<file path="src/rtl/core/bdq_pkg.sv">
// ----------------------------------------------------------------------------
// bdq_pkg
// Shared types and constants for the bounded deque with delete.
// ----------------------------------------------------------------------------
package bdq_pkg;

    localparam int OPCODE_W  = 3;
    localparam int VALUE_W   = 32;
    localparam int POPPED_W  = 32;
    localparam int ENTRIES_W = 7;
    localparam int STATUS_W  = 2;

    typedef enum logic [OPCODE_W-1:0] {
        OP_PUSH_BACK  = 3'd0,
        OP_POP_BACK   = 3'd1,
        OP_PUSH_FRONT = 3'd2,
        OP_POP_FRONT  = 3'd3,
        OP_DELETE     = 3'd4,
        OP_COUNT      = 3'd5
    } t_op;

    typedef enum logic [STATUS_W-1:0] {
        ST_OK       = 2'd0,
        ST_EMPTY    = 2'd1,
        ST_FULL     = 2'd2,
        ST_NOTFOUND = 2'd3
    } t_status;

    typedef enum logic [1:0] {
        S_IDLE,
        S_RESULT,
        S_SCAN,
        S_SHIFT
    } t_state;

endpackage

</file>
<file path="src/rtl/core/bdq_stream_if.sv">
// ----------------------------------------------------------------------------
// bdq_cmd_if / bdq_rsp_if
// Valid/ready channels for deque commands and responses.
// ----------------------------------------------------------------------------
interface bdq_cmd_if;
    logic                           valid;
    logic                           ready;
    logic [bdq_pkg::OPCODE_W-1:0]   opcode;
    logic [bdq_pkg::VALUE_W-1:0]    value;

    modport source (output valid, output opcode, output value, input ready);
    modport sink   (input valid, input opcode, input value, output ready);
endinterface

interface bdq_rsp_if;
    logic                           valid;
    logic                           ready;
    logic [bdq_pkg::POPPED_W-1:0]   popped;
    logic [bdq_pkg::ENTRIES_W-1:0]  entries;
    logic [bdq_pkg::STATUS_W-1:0]   status;

    modport source (output valid, output popped, output entries, output status, input ready);
    modport sink   (input valid, input popped, input entries, input status, output ready);
endinterface

</file>
<file path="src/rtl/core/bounded_deque_with_delete.sv">
// ----------------------------------------------------------------------------
// bounded_deque_with_delete
// Bounded double-ended queue in a ring-buffer RAM, with delete by value.
//
// i_cmd carries one operation per transfer (opcode, value); o_rsp returns
// exactly one response per command (popped, entries, status), in order.
// Push, pop, count: the RAM access is issued in the accept cycle, and the
// response is loaded into the output register from the result step, so a
// new command is taken only once the last one is through. Delete walks the
// RAM one entry per cycle from the front (compare), then moves each later
// entry down one place (one read and one write per cycle). The single RAM
// read port sets this pace.
// Commands are taken whenever the sequencer is idle, even while a response
// waits in the output register; if the receiver stalls, the next command
// holds in its final step until the output register frees up.
// Reset empties the queue (front 0, count 0) and drops any pending response;
// RAM contents are not cleared and need no clearing pass.
// ----------------------------------------------------------------------------
module bounded_deque_with_delete #(
    parameter int CAPACITY   = 64,
    parameter int DATA_WIDTH = 32
) (
    input  logic       i_clk,
    input  logic       i_rst_n,
    bdq_cmd_if.sink    i_cmd,
    bdq_rsp_if.source  o_rsp
);
    import bdq_pkg::*;

    localparam int AW = $clog2(CAPACITY);
    localparam int CW = $clog2(CAPACITY + 1);
    localparam logic [CW:0]   CAP_W   = (CW+1)'(CAPACITY);
    localparam logic [AW-1:0] LAST_IX = AW'(CAPACITY - 1);

    function automatic logic [AW-1:0] ring_pos(input logic [AW-1:0] base,
                                               input logic [CW-1:0] off);
        logic [CW:0] s;
        s = {{(CW+1-AW){1'b0}}, base} + {1'b0, off};
        if (s >= CAP_W) begin
            s = s - CAP_W;
        end
        return s[AW-1:0];
    endfunction

    t_state                r_state, n_state;
    logic [AW-1:0]         r_front, n_front;
    logic [CW-1:0]         r_occ, n_occ;
    logic [CW-1:0]         r_idx, n_idx;
    logic [DATA_WIDTH-1:0] r_val, n_val;
    t_status               r_status, n_status;
    logic                  r_pop_sel, n_pop_sel;

    logic                  r_out_valid, n_out_valid;
    logic [POPPED_W-1:0]   r_out_popped, n_out_popped;
    logic [ENTRIES_W-1:0]  r_out_entries, n_out_entries;
    t_status               r_out_status, n_out_status;

    logic                  ram_we, ram_re;
    logic [AW-1:0]         ram_waddr, ram_raddr;
    logic [DATA_WIDTH-1:0] ram_wdata, ram_rdata;

    logic                  in_fire, slot_free, is_full, is_empty;
    logic                  scan_hit, scan_last, shift_more;
    logic [DATA_WIDTH-1:0] in_val;
    logic [CW-1:0]         idx_p1, idx_p2;
    logic [AW-1:0]         front_dec;
    t_op                   in_op;

    assign in_op     = t_op'(i_cmd.opcode);
    assign in_val    = DATA_WIDTH'(i_cmd.value);
    assign in_fire   = i_cmd.valid && (r_state == S_IDLE);
    assign slot_free = !r_out_valid || o_rsp.ready;
    assign is_full   = ({1'b0, r_occ} >= CAP_W);
    assign is_empty  = (r_occ == '0);
    assign idx_p1    = r_idx + CW'(1);
    assign idx_p2    = r_idx + CW'(2);
    assign scan_hit  = (ram_rdata == r_val);
    assign scan_last = (idx_p1 == r_occ);
    assign shift_more = ({1'b0, r_idx} + (CW+1)'(2)) < {1'b0, r_occ};
    assign front_dec = (r_front == '0) ? LAST_IX : r_front - AW'(1);

    assign i_cmd.ready   = (r_state == S_IDLE);
    assign o_rsp.valid   = r_out_valid;
    assign o_rsp.popped  = r_out_popped;
    assign o_rsp.entries = r_out_entries;
    assign o_rsp.status  = r_out_status;

    bdq_ram #(
        .WIDTH (DATA_WIDTH),
        .DEPTH (CAPACITY)
    ) u_slots (
        .i_clk   (i_clk),
        .i_we    (ram_we),
        .i_waddr (ram_waddr),
        .i_wdata (ram_wdata),
        .i_re    (ram_re),
        .i_raddr (ram_raddr),
        .o_rdata (ram_rdata)
    );

    // next state
    always_comb begin
        n_state = r_state;
        unique case (r_state)
            S_IDLE: begin
                if (in_fire) begin
                    n_state = (in_op == OP_DELETE && !is_empty) ? S_SCAN : S_RESULT;
                end
            end
            S_RESULT: begin
                if (slot_free) begin
                    n_state = S_IDLE;
                end
            end
            S_SCAN: begin
                if (scan_hit) begin
                    n_state = scan_last ? S_RESULT : S_SHIFT;
                end else if (scan_last) begin
                    n_state = S_RESULT;
                end
            end
            S_SHIFT: begin
                if (!shift_more) begin
                    n_state = S_RESULT;
                end
            end
            default: n_state = S_IDLE;
        endcase
    end

    // datapath and outputs
    always_comb begin
        ram_we        = 1'b0;
        ram_waddr     = r_front;
        ram_wdata     = r_val;
        ram_re        = 1'b0;
        ram_raddr     = r_front;
        n_front       = r_front;
        n_occ         = r_occ;
        n_idx         = r_idx;
        n_val         = r_val;
        n_status      = r_status;
        n_pop_sel     = r_pop_sel;
        n_out_valid   = r_out_valid && !o_rsp.ready;
        n_out_popped  = r_out_popped;
        n_out_entries = r_out_entries;
        n_out_status  = r_out_status;

        unique case (r_state)
            S_IDLE: begin
                if (in_fire) begin
                    n_val     = in_val;
                    n_pop_sel = 1'b0;
                    n_status  = ST_OK;
                    n_idx     = '0;
                    unique case (in_op)
                        OP_PUSH_BACK: begin
                            if (is_full) begin
                                n_status = ST_FULL;
                            end else begin
                                ram_we    = 1'b1;
                                ram_waddr = ring_pos(r_front, r_occ);
                                ram_wdata = in_val;
                                n_occ     = r_occ + CW'(1);
                            end
                        end
                        OP_POP_BACK: begin
                            if (is_empty) begin
                                n_status = ST_EMPTY;
                            end else begin
                                ram_re    = 1'b1;
                                ram_raddr = ring_pos(r_front, r_occ - CW'(1));
                                n_pop_sel = 1'b1;
                                n_occ     = r_occ - CW'(1);
                            end
                        end
                        OP_PUSH_FRONT: begin
                            if (is_full) begin
                                n_status = ST_FULL;
                            end else begin
                                ram_we    = 1'b1;
                                ram_waddr = front_dec;
                                ram_wdata = in_val;
                                n_front   = front_dec;
                                n_occ     = r_occ + CW'(1);
                            end
                        end
                        OP_POP_FRONT: begin
                            if (is_empty) begin
                                n_status = ST_EMPTY;
                            end else begin
                                ram_re    = 1'b1;
                                ram_raddr = r_front;
                                n_pop_sel = 1'b1;
                                n_front   = ring_pos(r_front, CW'(1));
                                n_occ     = r_occ - CW'(1);
                            end
                        end
                        OP_DELETE: begin
                            if (is_empty) begin
                                n_status = ST_EMPTY;
                            end else begin
                                ram_re    = 1'b1;
                                ram_raddr = r_front;
                            end
                        end
                        default: ;
                    endcase
                end
            end
            S_RESULT: begin
                if (slot_free) begin
                    n_out_valid   = 1'b1;
                    n_out_popped  = r_pop_sel ? POPPED_W'(ram_rdata) : '0;
                    n_out_entries = ENTRIES_W'(r_occ);
                    n_out_status  = r_status;
                end
            end
            S_SCAN: begin
                // read data holds the entry at r_idx; prefetch the next one
                if (scan_hit) begin
                    if (scan_last) begin
                        n_occ = r_occ - CW'(1);
                    end else begin
                        ram_re    = 1'b1;
                        ram_raddr = ring_pos(r_front, idx_p1);
                    end
                end else if (scan_last) begin
                    n_status = ST_NOTFOUND;
                end else begin
                    ram_re    = 1'b1;
                    ram_raddr = ring_pos(r_front, idx_p1);
                    n_idx     = idx_p1;
                end
            end
            S_SHIFT: begin
                // read data holds the entry at r_idx + 1
                ram_we    = 1'b1;
                ram_waddr = ring_pos(r_front, r_idx);
                ram_wdata = ram_rdata;
                if (shift_more) begin
                    ram_re    = 1'b1;
                    ram_raddr = ring_pos(r_front, idx_p2);
                    n_idx     = idx_p1;
                end else begin
                    n_occ = r_occ - CW'(1);
                end
            end
            default: ;
        endcase
    end

    always_ff @(posedge i_clk) begin
        if (!i_rst_n) begin
            r_state     <= S_IDLE;
            r_front     <= '0;
            r_occ       <= '0;
            r_out_valid <= 1'b0;
        end else begin
            r_state     <= n_state;
            r_front     <= n_front;
            r_occ       <= n_occ;
            r_out_valid <= n_out_valid;
        end
    end

    always_ff @(posedge i_clk) begin
        r_idx         <= n_idx;
        r_val         <= n_val;
        r_status      <= n_status;
        r_pop_sel     <= n_pop_sel;
        r_out_popped  <= n_out_popped;
        r_out_entries <= n_out_entries;
        r_out_status  <= n_out_status;
    end

`ifndef NO_ASSERTIONS
    a_occ_bound: assert property (@(posedge i_clk) disable iff (!i_rst_n)
        {1'b0, r_occ} <= CAP_W)
        else $error("occupancy above capacity");

    a_front_bound: assert property (@(posedge i_clk) disable iff (!i_rst_n)
        {{(CW+1-AW){1'b0}}, r_front} < CAP_W)
        else $error("front index out of range");

    a_no_rw_clash: assert property (@(posedge i_clk) disable iff (!i_rst_n)
        !(ram_we && ram_re && (ram_waddr == ram_raddr)))
        else $error("RAM read and write to the same entry");

    a_busy_after_accept: assert property (@(posedge i_clk) disable iff (!i_rst_n)
        in_fire |=> (r_state != S_IDLE))
        else $error("sequencer idle right after a command transfer");

    a_rsp_from_result: assert property (@(posedge i_clk) disable iff (!i_rst_n)
        (n_out_valid && !r_out_valid) |-> (r_state == S_RESULT))
        else $error("response loaded outside the result step");
`endif

endmodule

</file>
<file path="src/rtl/core/bdq_ram.sv">
// ----------------------------------------------------------------------------
// bdq_ram
// Simple dual-port RAM, one write and one read port, registered read data
// that holds while no read is enabled.
// ----------------------------------------------------------------------------
module bdq_ram #(
    parameter int WIDTH = 32,
    parameter int DEPTH = 64
) (
    input  logic                     i_clk,
    input  logic                     i_we,
    input  logic [$clog2(DEPTH)-1:0] i_waddr,
    input  logic [WIDTH-1:0]         i_wdata,
    input  logic                     i_re,
    input  logic [$clog2(DEPTH)-1:0] i_raddr,
    output logic [WIDTH-1:0]         o_rdata
);

    logic [WIDTH-1:0] r_mem [DEPTH];
    logic [WIDTH-1:0] r_rdata;

    always_ff @(posedge i_clk) begin
        if (i_we) begin
            r_mem[i_waddr] <= i_wdata;
        end
        if (i_re) begin
            r_rdata <= r_mem[i_raddr];
        end
    end

    assign o_rdata = r_rdata;

endmodule
</file>
<file path="src/flat_wrapper.sv">
// flat-port wrapper written by rule: the top's interface ports become plain ports
module bounded_deque_with_delete_flat import bdq_pkg::*;
#(
    parameter int CAPACITY   = 64,
    parameter int DATA_WIDTH = 32
)
  (i_clk, i_rst_n, i_cmd_valid, i_cmd_opcode, i_cmd_value, i_cmd_ready, o_rsp_valid, o_rsp_popped, o_rsp_entries, o_rsp_status, o_rsp_ready);
  bdq_cmd_if i_cmd_i ();
  bdq_rsp_if o_rsp_i ();
  input  logic i_clk;
  input  logic i_rst_n;
  input wire logic [$bits(i_cmd_i.valid)-1:0] i_cmd_valid;
  input wire logic [$bits(i_cmd_i.opcode)-1:0] i_cmd_opcode;
  input wire logic [$bits(i_cmd_i.value)-1:0] i_cmd_value;
  output wire logic [$bits(i_cmd_i.ready)-1:0] i_cmd_ready;
  output wire logic [$bits(o_rsp_i.valid)-1:0] o_rsp_valid;
  output wire logic [$bits(o_rsp_i.popped)-1:0] o_rsp_popped;
  output wire logic [$bits(o_rsp_i.entries)-1:0] o_rsp_entries;
  output wire logic [$bits(o_rsp_i.status)-1:0] o_rsp_status;
  input wire logic [$bits(o_rsp_i.ready)-1:0] o_rsp_ready;
  assign i_cmd_i.valid = i_cmd_valid;
  assign i_cmd_i.opcode = i_cmd_opcode;
  assign i_cmd_i.value = i_cmd_value;
  assign i_cmd_ready = i_cmd_i.ready;
  assign o_rsp_valid = o_rsp_i.valid;
  assign o_rsp_popped = o_rsp_i.popped;
  assign o_rsp_entries = o_rsp_i.entries;
  assign o_rsp_status = o_rsp_i.status;
  assign o_rsp_i.ready = o_rsp_ready;
  bounded_deque_with_delete #(.CAPACITY(CAPACITY), .DATA_WIDTH(DATA_WIDTH)) u_core (.i_clk(i_clk), .i_rst_n(i_rst_n), .i_cmd(i_cmd_i), .o_rsp(o_rsp_i));
endmodule
</file>
<file path="config.mk">
export PLATFORM = sky130hd
export DESIGN_NAME = bounded_deque_with_delete_flat
export DESIGN_NICKNAME = d
export VERILOG_FILES = /design/src/rtl/core/bdq_pkg.sv /design/src/rtl/core/bdq_stream_if.sv /design/src/rtl/core/bounded_deque_with_delete.sv /design/src/rtl/core/bdq_ram.sv /design/src/flat_wrapper.sv
export SDC_FILE = /design/constraint.sdc
export NUM_CORES = 2
export LEC_CHECK = 0
export BUFFER_PORTS_ARGS = -buffer_cell sky130_fd_sc_hd__buf_2
export CORE_MARGIN = 3
export CORE_UTILIZATION = 31
export DETAILED_ROUTE_END_ITERATION = 10
export GPL_TIMING_DRIVEN = 0
export PLACE_DENSITY = 0.42
export REMOVE_ABC_BUFFERS = 1
export SLEW_MARGIN = 10
export SYNTH_ARGS = -nofsm -noshare
export SYNTH_HDL_FRONTEND = slang
export SYNTH_SLANG_ARGS = --single-unit
export TNS_END_PERCENT = 50
</file>
<file path="constraint.sdc">
create_clock -name i_clk -period 13.5 [get_ports i_clk]
set_input_delay 1.35 -clock i_clk [delete_from_list [all_inputs] [get_ports i_clk]]
set_output_delay 1.35 -clock i_clk [all_outputs]
set_load 0.005 [all_outputs]
</file>
; ---- Word-level counts from Yosys, hierarchy flattened
; Memory sizes are Yosys's and may differ from the RTL's. A register that Yosys moved wholly into a read port is not among the register bits.
; Cells that the tools add are included.
[classes]
reduce_logical = 24
eq_ne = 22
addsub = 18
muxes = 66
order_cmp = 8
[op_table]
columns = operator, n
row1 = $mux W32, 3
row2 = $mux W6, 16
row3 = $mux W7, 10
row4 = $pmux W32 S2, 1
row5 = $pmux W7 S3, 2
row6 = $sub A6 B1 Y6 const B, 7
row7 = $add A6 B7 Y8, 5
row8 = $ge A8 B7 Y1 const B, 5
row9 = $pmux W6 S2, 3
row10 = $eq A32 B32 Y1, 1
row11 = $mux W2, 11
row12 = $pmux W6 S3, 1
row13 = $add A7 B1 Y7 const B, 2
row14 = $ge A7 B7 Y1 const B, 2
row15 = $pmux W7 S2, 1
row16 = $mux W1, 13
row17 = $reduce_and A4 Y1, 3
row18 = $ne A2 B1 Y1 const B, 5
row19 = $ne A3 B3 Y1 const B, 3
row20 = $add A7 B2 Y8 const B, 1
row21 = $lt A8 B7 Y1, 1
row22 = $ne A2 B2 Y1 const B, 4
row23 = $pmux W2 S2, 2
row24 = $pmux W2 S4, 1
row25 = 26 further kinds, 35
[totals]
out_inout_bits = 43
elab_cells = 150
memories = 1
ramBits = 2048
ff_bits = 99
input_bits = 39
[memory_table]
columns = memory, words, word_bits, read_ports, rd_clocked_by_memory_dff, write_ports, line_no
row1 = u_core.u_slots.r_mem, 64, 32, 1, 1, 1, bdq_ram.sv:19  ; logic [WIDTH-1:0] r_mem [DEPTH];

; ---- Logic depth before layout (Yosys ltp)
[depth]
word_depth = 8
depth_mapped = 20

; ---- Hierarchy
; From an unflattened synthesis, not the netlist that was laid out.
[unflattened]
cells_unflattened = 4236
hier_area_um2 = 86284.0
[by_module_without_submodules]
columns = mod, instances, area_per_inst_um2, seq_area_each_um2, cells_per_inst
row1 = bdq_ram, 1, 79359.9, 62459.9, 3511
row2 = bounded_deque_with_delete, 1, 6924.1, 2812.7, 725

; ---- Least setup slack after synthesis
; Ideal clock, no wire load.
[synth_timing]
path_type = input port to flip-flop
start = input port i_cmd_valid
end = memory u_core.u_slots.r_mem[0][10] (data pin)
path_buffers = 2
cell_stages = 7
arrival_ns = 6.178
path_slack_ns = 6.621
path_cell_list = and2_1 clkbuf_1 nand2_1 nor2_1 clkbuf_1 a22oi_1 o21ai_0
[synth_between]
elab_chain_cells = 3
[synth_rtl]
columns = item, line_no
row1 = "start, declared", flat_wrapper.sv:12  ; input wire logic [$bits(i_cmd_i.valid)-1:0] i_cmd_valid;
row2 = $logic_and A1 B1 Y1, bounded_deque_with_delete.sv:71  ; assign in_fire = i_cmd.valid && (r_state == S_IDLE);
row3 = $mux W32, bounded_deque_with_delete.sv:151  ; if (in_fire) begin
row4 = $pmux W32 S2, bounded_deque_with_delete.sv:149  ; unique case (r_state)
row5 = via u_core.ram_wdata[10], bounded_deque_with_delete.sv:60  ; logic [DATA_WIDTH-1:0] ram_wdata, ram_rdata;
row6 = "end, declared", bdq_ram.sv:19
; The timed path passes the listed nets, and every way through them passes these cells.

; ---- Worst setup path after layout
[layout_timing]
start = register u_core.r_occ[6]
end = register u_core.u_slots.r_rdata[17], in the netlist u_core.u_slots.o_rdata[17] (read register of u_core.u_slots.r_mem) (data pin)
[layout_between]
elab_chain_cells = 8
elab_cells_between_ends = 19
cone_classes = add/sub (2) / order compare (2) / eq/ne (1) / mux (13) / reduce/logical (1)
[layout_rtl]
columns = item, line_no
row1 = "start, declared", bounded_deque_with_delete.sv:47  ; logic [CW-1:0] r_occ, n_occ;
row2 = "start signal, assigned", bounded_deque_with_delete.sv:262  ; r_occ <= n_occ;
row3 = $sub A7 B1 Y7, bounded_deque_with_delete.sv:172  ; ram_raddr = ring_pos(r_front, r_occ - CW'(1));
row4 = $add A6 B7 Y8, bounded_deque_with_delete.sv:38  ; s = {{(CW+1-AW){1'b0}}, base} + {1'b0, off};
row5 = $ge A8 B7 Y1, bounded_deque_with_delete.sv:39  ; if (s >= CAP_W) begin
row6 = $mux W6, bounded_deque_with_delete.sv:39
row7 = $mux W6, bounded_deque_with_delete.sv:168  ; if (is_empty) begin
row8 = $mux W6, -
row9 = $mux W6, bounded_deque_with_delete.sv:151
row10 = $pmux W6 S3, bounded_deque_with_delete.sv:149
row11 = "end, declared", bdq_ram.sv:20  ; logic [WIDTH-1:0] r_rdata;
; Several ways; a longest one is shown, not always the timed one.
; A chain may end at the register's enable or synchronous reset.

==> PnR_summary.wiki <==
{| class="wikitable"
! Metric !! Value
|-
| Top-Level Pins || 82
|-
| Class of the most critical setup path || reg2reg
|-
| Tmin final || 8.315 ns
|-
| Maximum operating frequency || ~120 MHz
|-
| Via count of the first global-routing pass || approximately 55000
|-
| TritonCTS clock tree || yes
|-
| Maximum number of pins on one net before global-route repair || 110
|-
| Number of search-and-repair iterations in the first detailed-routing pass || 6
|-
| Via count || ~60000
|-
| Type of origin of the critical path || flip-flop
|-
| Initial standard-cell utilization of the core || between 30% and 40%
|-
| Final Wtd Congestion || 0.7930
|-
| Number of sinks on the clock net || approximately 2200
|-
| Total power || between 20 and 30 mW
|-
| DRT antenna net count || 0
|-
| Fraction of layout instances using a drive strength above 1 || between 10% and 20%
|-
| Floorplan core area || about 280000 µm²
|-
| Std cell rows || 195
|-
| RSZ-0062 raised after global routing || false
|-
| Detailed-route wire length per cell || between 30 and 40 µm
|-
| Post-CTS clock slew at the launch and capture registers of the worst setup and hold paths || 0.06 ns
|-
| CTS H-tree depth || 4
|-
| Routed wl met3 || between 20000 and 25000 µm
|-
| Post-layout net count || slightly below 7000
|-
| List of cells traversed by the critical path || clkinv_1 -> ha_1 -> o221ai_1 -> a21boi_0 -> o21ai_4 -> buf_12 -> buf_12 -> buf_12 -> buf_16 -> nand2_8 -> buf_16 -> buf_16 -> buf_16 -> mux2i_1 -> a221oi_1 -> o21ai_0 -> nand4_1 -> or3_1
|-
| Synth Area per Inst || 13.61 µm²
|-
| Number of post-CTS setup repair buffers || 0
|-
| Post-synthesis instance area || about 89000 µm²
|-
| Worst supply voltage drop on vdd || roughly 0.00017 V
|-
| CTS max path bufs || 3
|-
| Cell Count, Final, Fillers Out || 10760
|-
| Kind of cell with the highest combined delay on the critical path || buffers and inverters
|-
| Number of DRC markers in iteration 0 || ~7600
|-
| Arrival time of the worst setup path || 8.89 ns
|-
| Crit path capture type || flip-flop
|-
| Drc violations || 0
|-
| Final Routed Wirelength || around 350000 µm
|-
| Buf/Inv on CP || 8
|-
| Power per standard cell area || approximately 240 nW/µm²
|-
| Signed area change from the synthesized netlist to the final layout || 22.17%
|-
| Most used cell, CP || sky130_fd_sc_hd__buf_16
|-
| Half-perimeter wire length after placement || around 240000 µm
|-
| Average via count per standard cell || 5.510
|-
| Residual overflow from global routing || 0
|-
| Slowest stage delay, CP || a little over 1 ns
|-
| Number of max-cap violations || 0
|-
| Fillers || between 20000 and 30000
|-
| Cells resized by post-CTS repair || 0
|-
| Fraction of post-synthesis cell area in the top cell type by area || between 70% and 80%
|-
| Highest fanout seen on the critical path || between 90 and 100
|-
| Final setup slack of the worst path || between 5 and 6 ns
|-
| Status || completed
|-
| Gate Count Post-Synth || around 6500
|-
| Type of the worst min-delay path || reg2reg
|-
| Total clock buffers created by CTS || approximately 230
|-
| Most used flip-flop cell after synthesis || sky130_fd_sc_hd__edfxtp_1
|-
| Fraction of the yosys area taken by sequential cells || 73.55%
|-
| Number of placed cells counting well taps || slightly above 10000
|-
| Clock root buffer || sky130_fd_sc_hd__clkbuf_16
|-
| Number of synthesized flops with an enable pin || 2163
|-
| Hold Vio Cnt, Final || 0
|-
| Final Cycle Share || between 60% and 70%
|-
| Antenna violations before repair || 24
|-
| Total routed wire length on the met1 layer || between 150000 and 200000 µm
|-
| Warnings, synthesis || 0
|-
| Max-slew headroom || between 20% and 30%
|-
| Static leakage || 36.11 nW
|-
| Wire length on met2 || between 150000 and 200000 µm
|-
| All-layer global routing usage || 23.31%
|-
| Final max-slew violation count || 0
|-
| Multi-input logic area || approximately 22000 µm²
|-
| Count of buffers inserted at the top-level ports || approximately 80
|-
| Share of synthesized flip-flops with an asynchronous set or reset || 0%
|-
| Slew of the pin with the lowest slew margin || 1.130 ns
|-
| Leading post-synthesis cells by cell area || sky130_fd_sc_hd__edfxtp_1, sky130_fd_sc_hd__nand2_1, sky130_fd_sc_hd__nand3_1, sky130_fd_sc_hd__mux2i_1, sky130_fd_sc_hd__a21oi_1
|-
| Data required time at the worst endpoint || around 14 ns
|-
| Number of unique standard cell types used by synthesis || 89
|-
| Hold-fix buffers at CTS || 0
|-
| Worst clock skew || around 0.04 ns
|-
| Global-route wire length before repair || approximately 480000 µm
|-
| Post-synth top area cell || sky130_fd_sc_hd__edfxtp_1
|-
| Area used by sequential logic in the layout || between 60000 and 70000 µm²
|-
| Cell type of the slowest stage on the worst timing path || sky130_fd_sc_hd__dfxtp_1
|-
| Highest signal layer in the routed design || met5
|-
| Die outline area || roughly 290000 µm²
|-
| Flop and latch count out of synthesis || between 2000 and 2500
|-
| Post-place setup slack || about 5.3 ns
|-
| Vertical extent of the die || 541.1 µm
|-
| Width of the die || roughly 540 µm
|-
| Source-to-sink clock delay at the later pin of the worst-skew pair || 0.91 ns
|-
| Setup violators final || 0
|}
-- per-layer routing --
| metal | global-route usage [%] | vias up |
|---|---|---|
| met1 | 33.71 | 30897 |
| met2 | 35.69 | 2632 |
| met4 | 7.847 | 2 |
| li1 | - | 25219 |
| met3 | 3.585 | 540 |
| met5 | 0 | - |
-- path summary, 6_finish.rpt --
check / start / endpoint / slack, ns / cells after the start
max: u_core.r_occ[6] / u_core.u_slots.o_rdata[17] / 5.18 / 18
min: u_core.r_status[0] / u_core.o_rsp.status[0] / 0.42 / 0
min reg2reg: u_core.r_status[0] / u_core.o_rsp.status[0] / 0.42 / 0
max reg2reg: u_core.r_occ[6] / u_core.u_slots.o_rdata[17] / 5.18 / 18
-- layout by cell type (no fill, tap or decap), types with 24 or more instances in the layout --
| cell type | instances |
|---|---|
| sky130_fd_sc_hd__buf_2 | 81 |
| sky130_fd_sc_hd__nand3_1 | 535 |
| sky130_fd_sc_hd__a32oi_1 | 68 |
| sky130_fd_sc_hd__nand4_1 | 89 |
| sky130_fd_sc_hd__and2_1 | 46 |
| sky130_fd_sc_hd__o21ai_0 | 98 |
| sky130_fd_sc_hd__nand2_1 | 1588 |
| sky130_fd_sc_hd__buf_12 | 210 |
| sky130_fd_sc_hd__a311oi_1 | 31 |
| sky130_fd_sc_hd__edfxtp_1 | 2163 |
| sky130_fd_sc_hd__ha_1 | 41 |
| sky130_fd_sc_hd__a211oi_1 | 74 |
| sky130_fd_sc_hd__mux2i_1 | 171 |
| sky130_fd_sc_hd__a21o_1 | 24 |
| sky130_fd_sc_hd__a31oi_1 | 112 |
| sky130_fd_sc_hd__o21ai_4 | 33 |
| sky130_fd_sc_hd__o2111ai_1 | 24 |
| sky130_fd_sc_hd__buf_16 | 140 |
| sky130_fd_sc_hd__clkbuf_1 | 59 |
| sky130_fd_sc_hd__a22oi_1 | 48 |
| sky130_fd_sc_hd__nor2_4 | 83 |
| sky130_fd_sc_hd__xor2_1 | 45 |
| sky130_fd_sc_hd__clkinv_2 | 50 |
| sky130_fd_sc_hd__clkbuf_16 | 235 |
| sky130_fd_sc_hd__a21oi_1 | 263 |
| sky130_fd_sc_hd__xnor2_1 | 32 |
| sky130_fd_sc_hd__a221oi_1 | 56 |
| sky130_fd_sc_hd__and3_1 | 96 |
| sky130_fd_sc_hd__inv_1 | 29 |
| sky130_fd_sc_hd__clkinv_1 | 61 |
| sky130_fd_sc_hd__nor2_1 | 50 |
-- state kept, by name, summed over array words and instances (netlist names), 2 cells and up --
register / cells
u_core.u_slots.r_mem: 2048
u_core.o_rsp.status: 2
u_core.r_front: 6
u_core.o_rsp.entries: 7
u_core.r_idx: 7
u_core.r_status: 2
u_core.u_slots.o_rdata: 32
u_core.r_val: 32
u_core.r_occ: 7
u_core.o_rsp.popped: 32
u_core.r_state: 2
-- worst register-to-register path, delay by kind of cell, from the launching register on --
family          cells  cell delay, ns
mux                 1            0.47
simple gates        3            1.46
fa+ha+maj           1            0.51
compound gates      5            1.86
flops               1            1.01
buf+inv             8            2.71
-- logic make-up after synthesis --
kind of cell | Yosys count | synth area share, %
AO/OA/AOI/OAI | 991 | 7.548
XOR/XNOR | 80 | 0.8374
adder cells (fa/ha/maj) | 48 | 0.7190
buffers and inverters | 449 | 2.529
flip-flops | 2179 | 73.55
multiplexers | 171 | 1.929
AND/OR/NAND/NOR | 2605 | 12.89
-- power by group --
part	internal (mW)	leakage (nW)	switching, mW
sequential	8.89	19.8	0.246
clock	3.35	3.46	2.71
combinational	3.42	12.9	7.28
total	15.7	36.1	10.2
-- layout make-up --
type,count,area share (%)
Antenna cell,10,0.02308
Clock buffer,296,5.653
Clock inverter,131,0.8297
Inverter,31,0.1073
Multi-Input combinational cell,3895,20.61
Sequential cell,2179,60.20
Tap cell,3743,4.319
Timing Repair Buffer,475,8.252
-- through the flow --
step           hold WS, ns  setup TNS [ns]  utilization [%]  area, µm²
6_report            0.4231               0            38.24     108400
5_1_grt             0.4550               0            38.24     108400
4_1_cts             0.4224               0            38.23     108400
3_5_place_dp        0.4081               0            35.76     101400
3_3_place_gp        0.4280        -3101.77            32.35      91710
2_1_floorplan       0.4003         -113.74                -      86620
-- cell usage after synthesis (11+ instances only) --
cell type and number:
sky130_fd_sc_hd__edfxtp_1 2163, sky130_fd_sc_hd__nand2_1 1589, sky130_fd_sc_hd__nand3_1 535, sky130_fd_sc_hd__a21oi_1 265, sky130_fd_sc_hd__buf_2 183, sky130_fd_sc_hd__mux2i_1 171
sky130_fd_sc_hd__clkbuf_1 150, sky130_fd_sc_hd__o21ai_0 130, sky130_fd_sc_hd__nor2_1 129, sky130_fd_sc_hd__a31oi_1 113, sky130_fd_sc_hd__and3_1 97, sky130_fd_sc_hd__nand4_1 89
sky130_fd_sc_hd__a211oi_1 74, sky130_fd_sc_hd__a32oi_1 68, sky130_fd_sc_hd__a221oi_1 56, sky130_fd_sc_hd__and2_1 49, sky130_fd_sc_hd__a22oi_1 48, sky130_fd_sc_hd__xor2_1 45
sky130_fd_sc_hd__ha_1 43, sky130_fd_sc_hd__buf_4 40, sky130_fd_sc_hd__xnor2_1 32, sky130_fd_sc_hd__a311oi_1 31, sky130_fd_sc_hd__inv_1 29, sky130_fd_sc_hd__a21o_1 25
sky130_fd_sc_hd__o2111ai_1 24, sky130_fd_sc_hd__buf_1 22, sky130_fd_sc_hd__buf_6 21, sky130_fd_sc_hd__nor4_1 21, sky130_fd_sc_hd__a2111oi_0 19, sky130_fd_sc_hd__or3_1 17
sky130_fd_sc_hd__dfxtp_1 16, sky130_fd_sc_hd__o211ai_1 15, sky130_fd_sc_hd__a221o_1 14, sky130_fd_sc_hd__nand3b_1 14, sky130_fd_sc_hd__nor2b_1 14, sky130_fd_sc_hd__o31ai_1 14
sky130_fd_sc_hd__or4_1 11
Power figures use the tool's default switching activity.
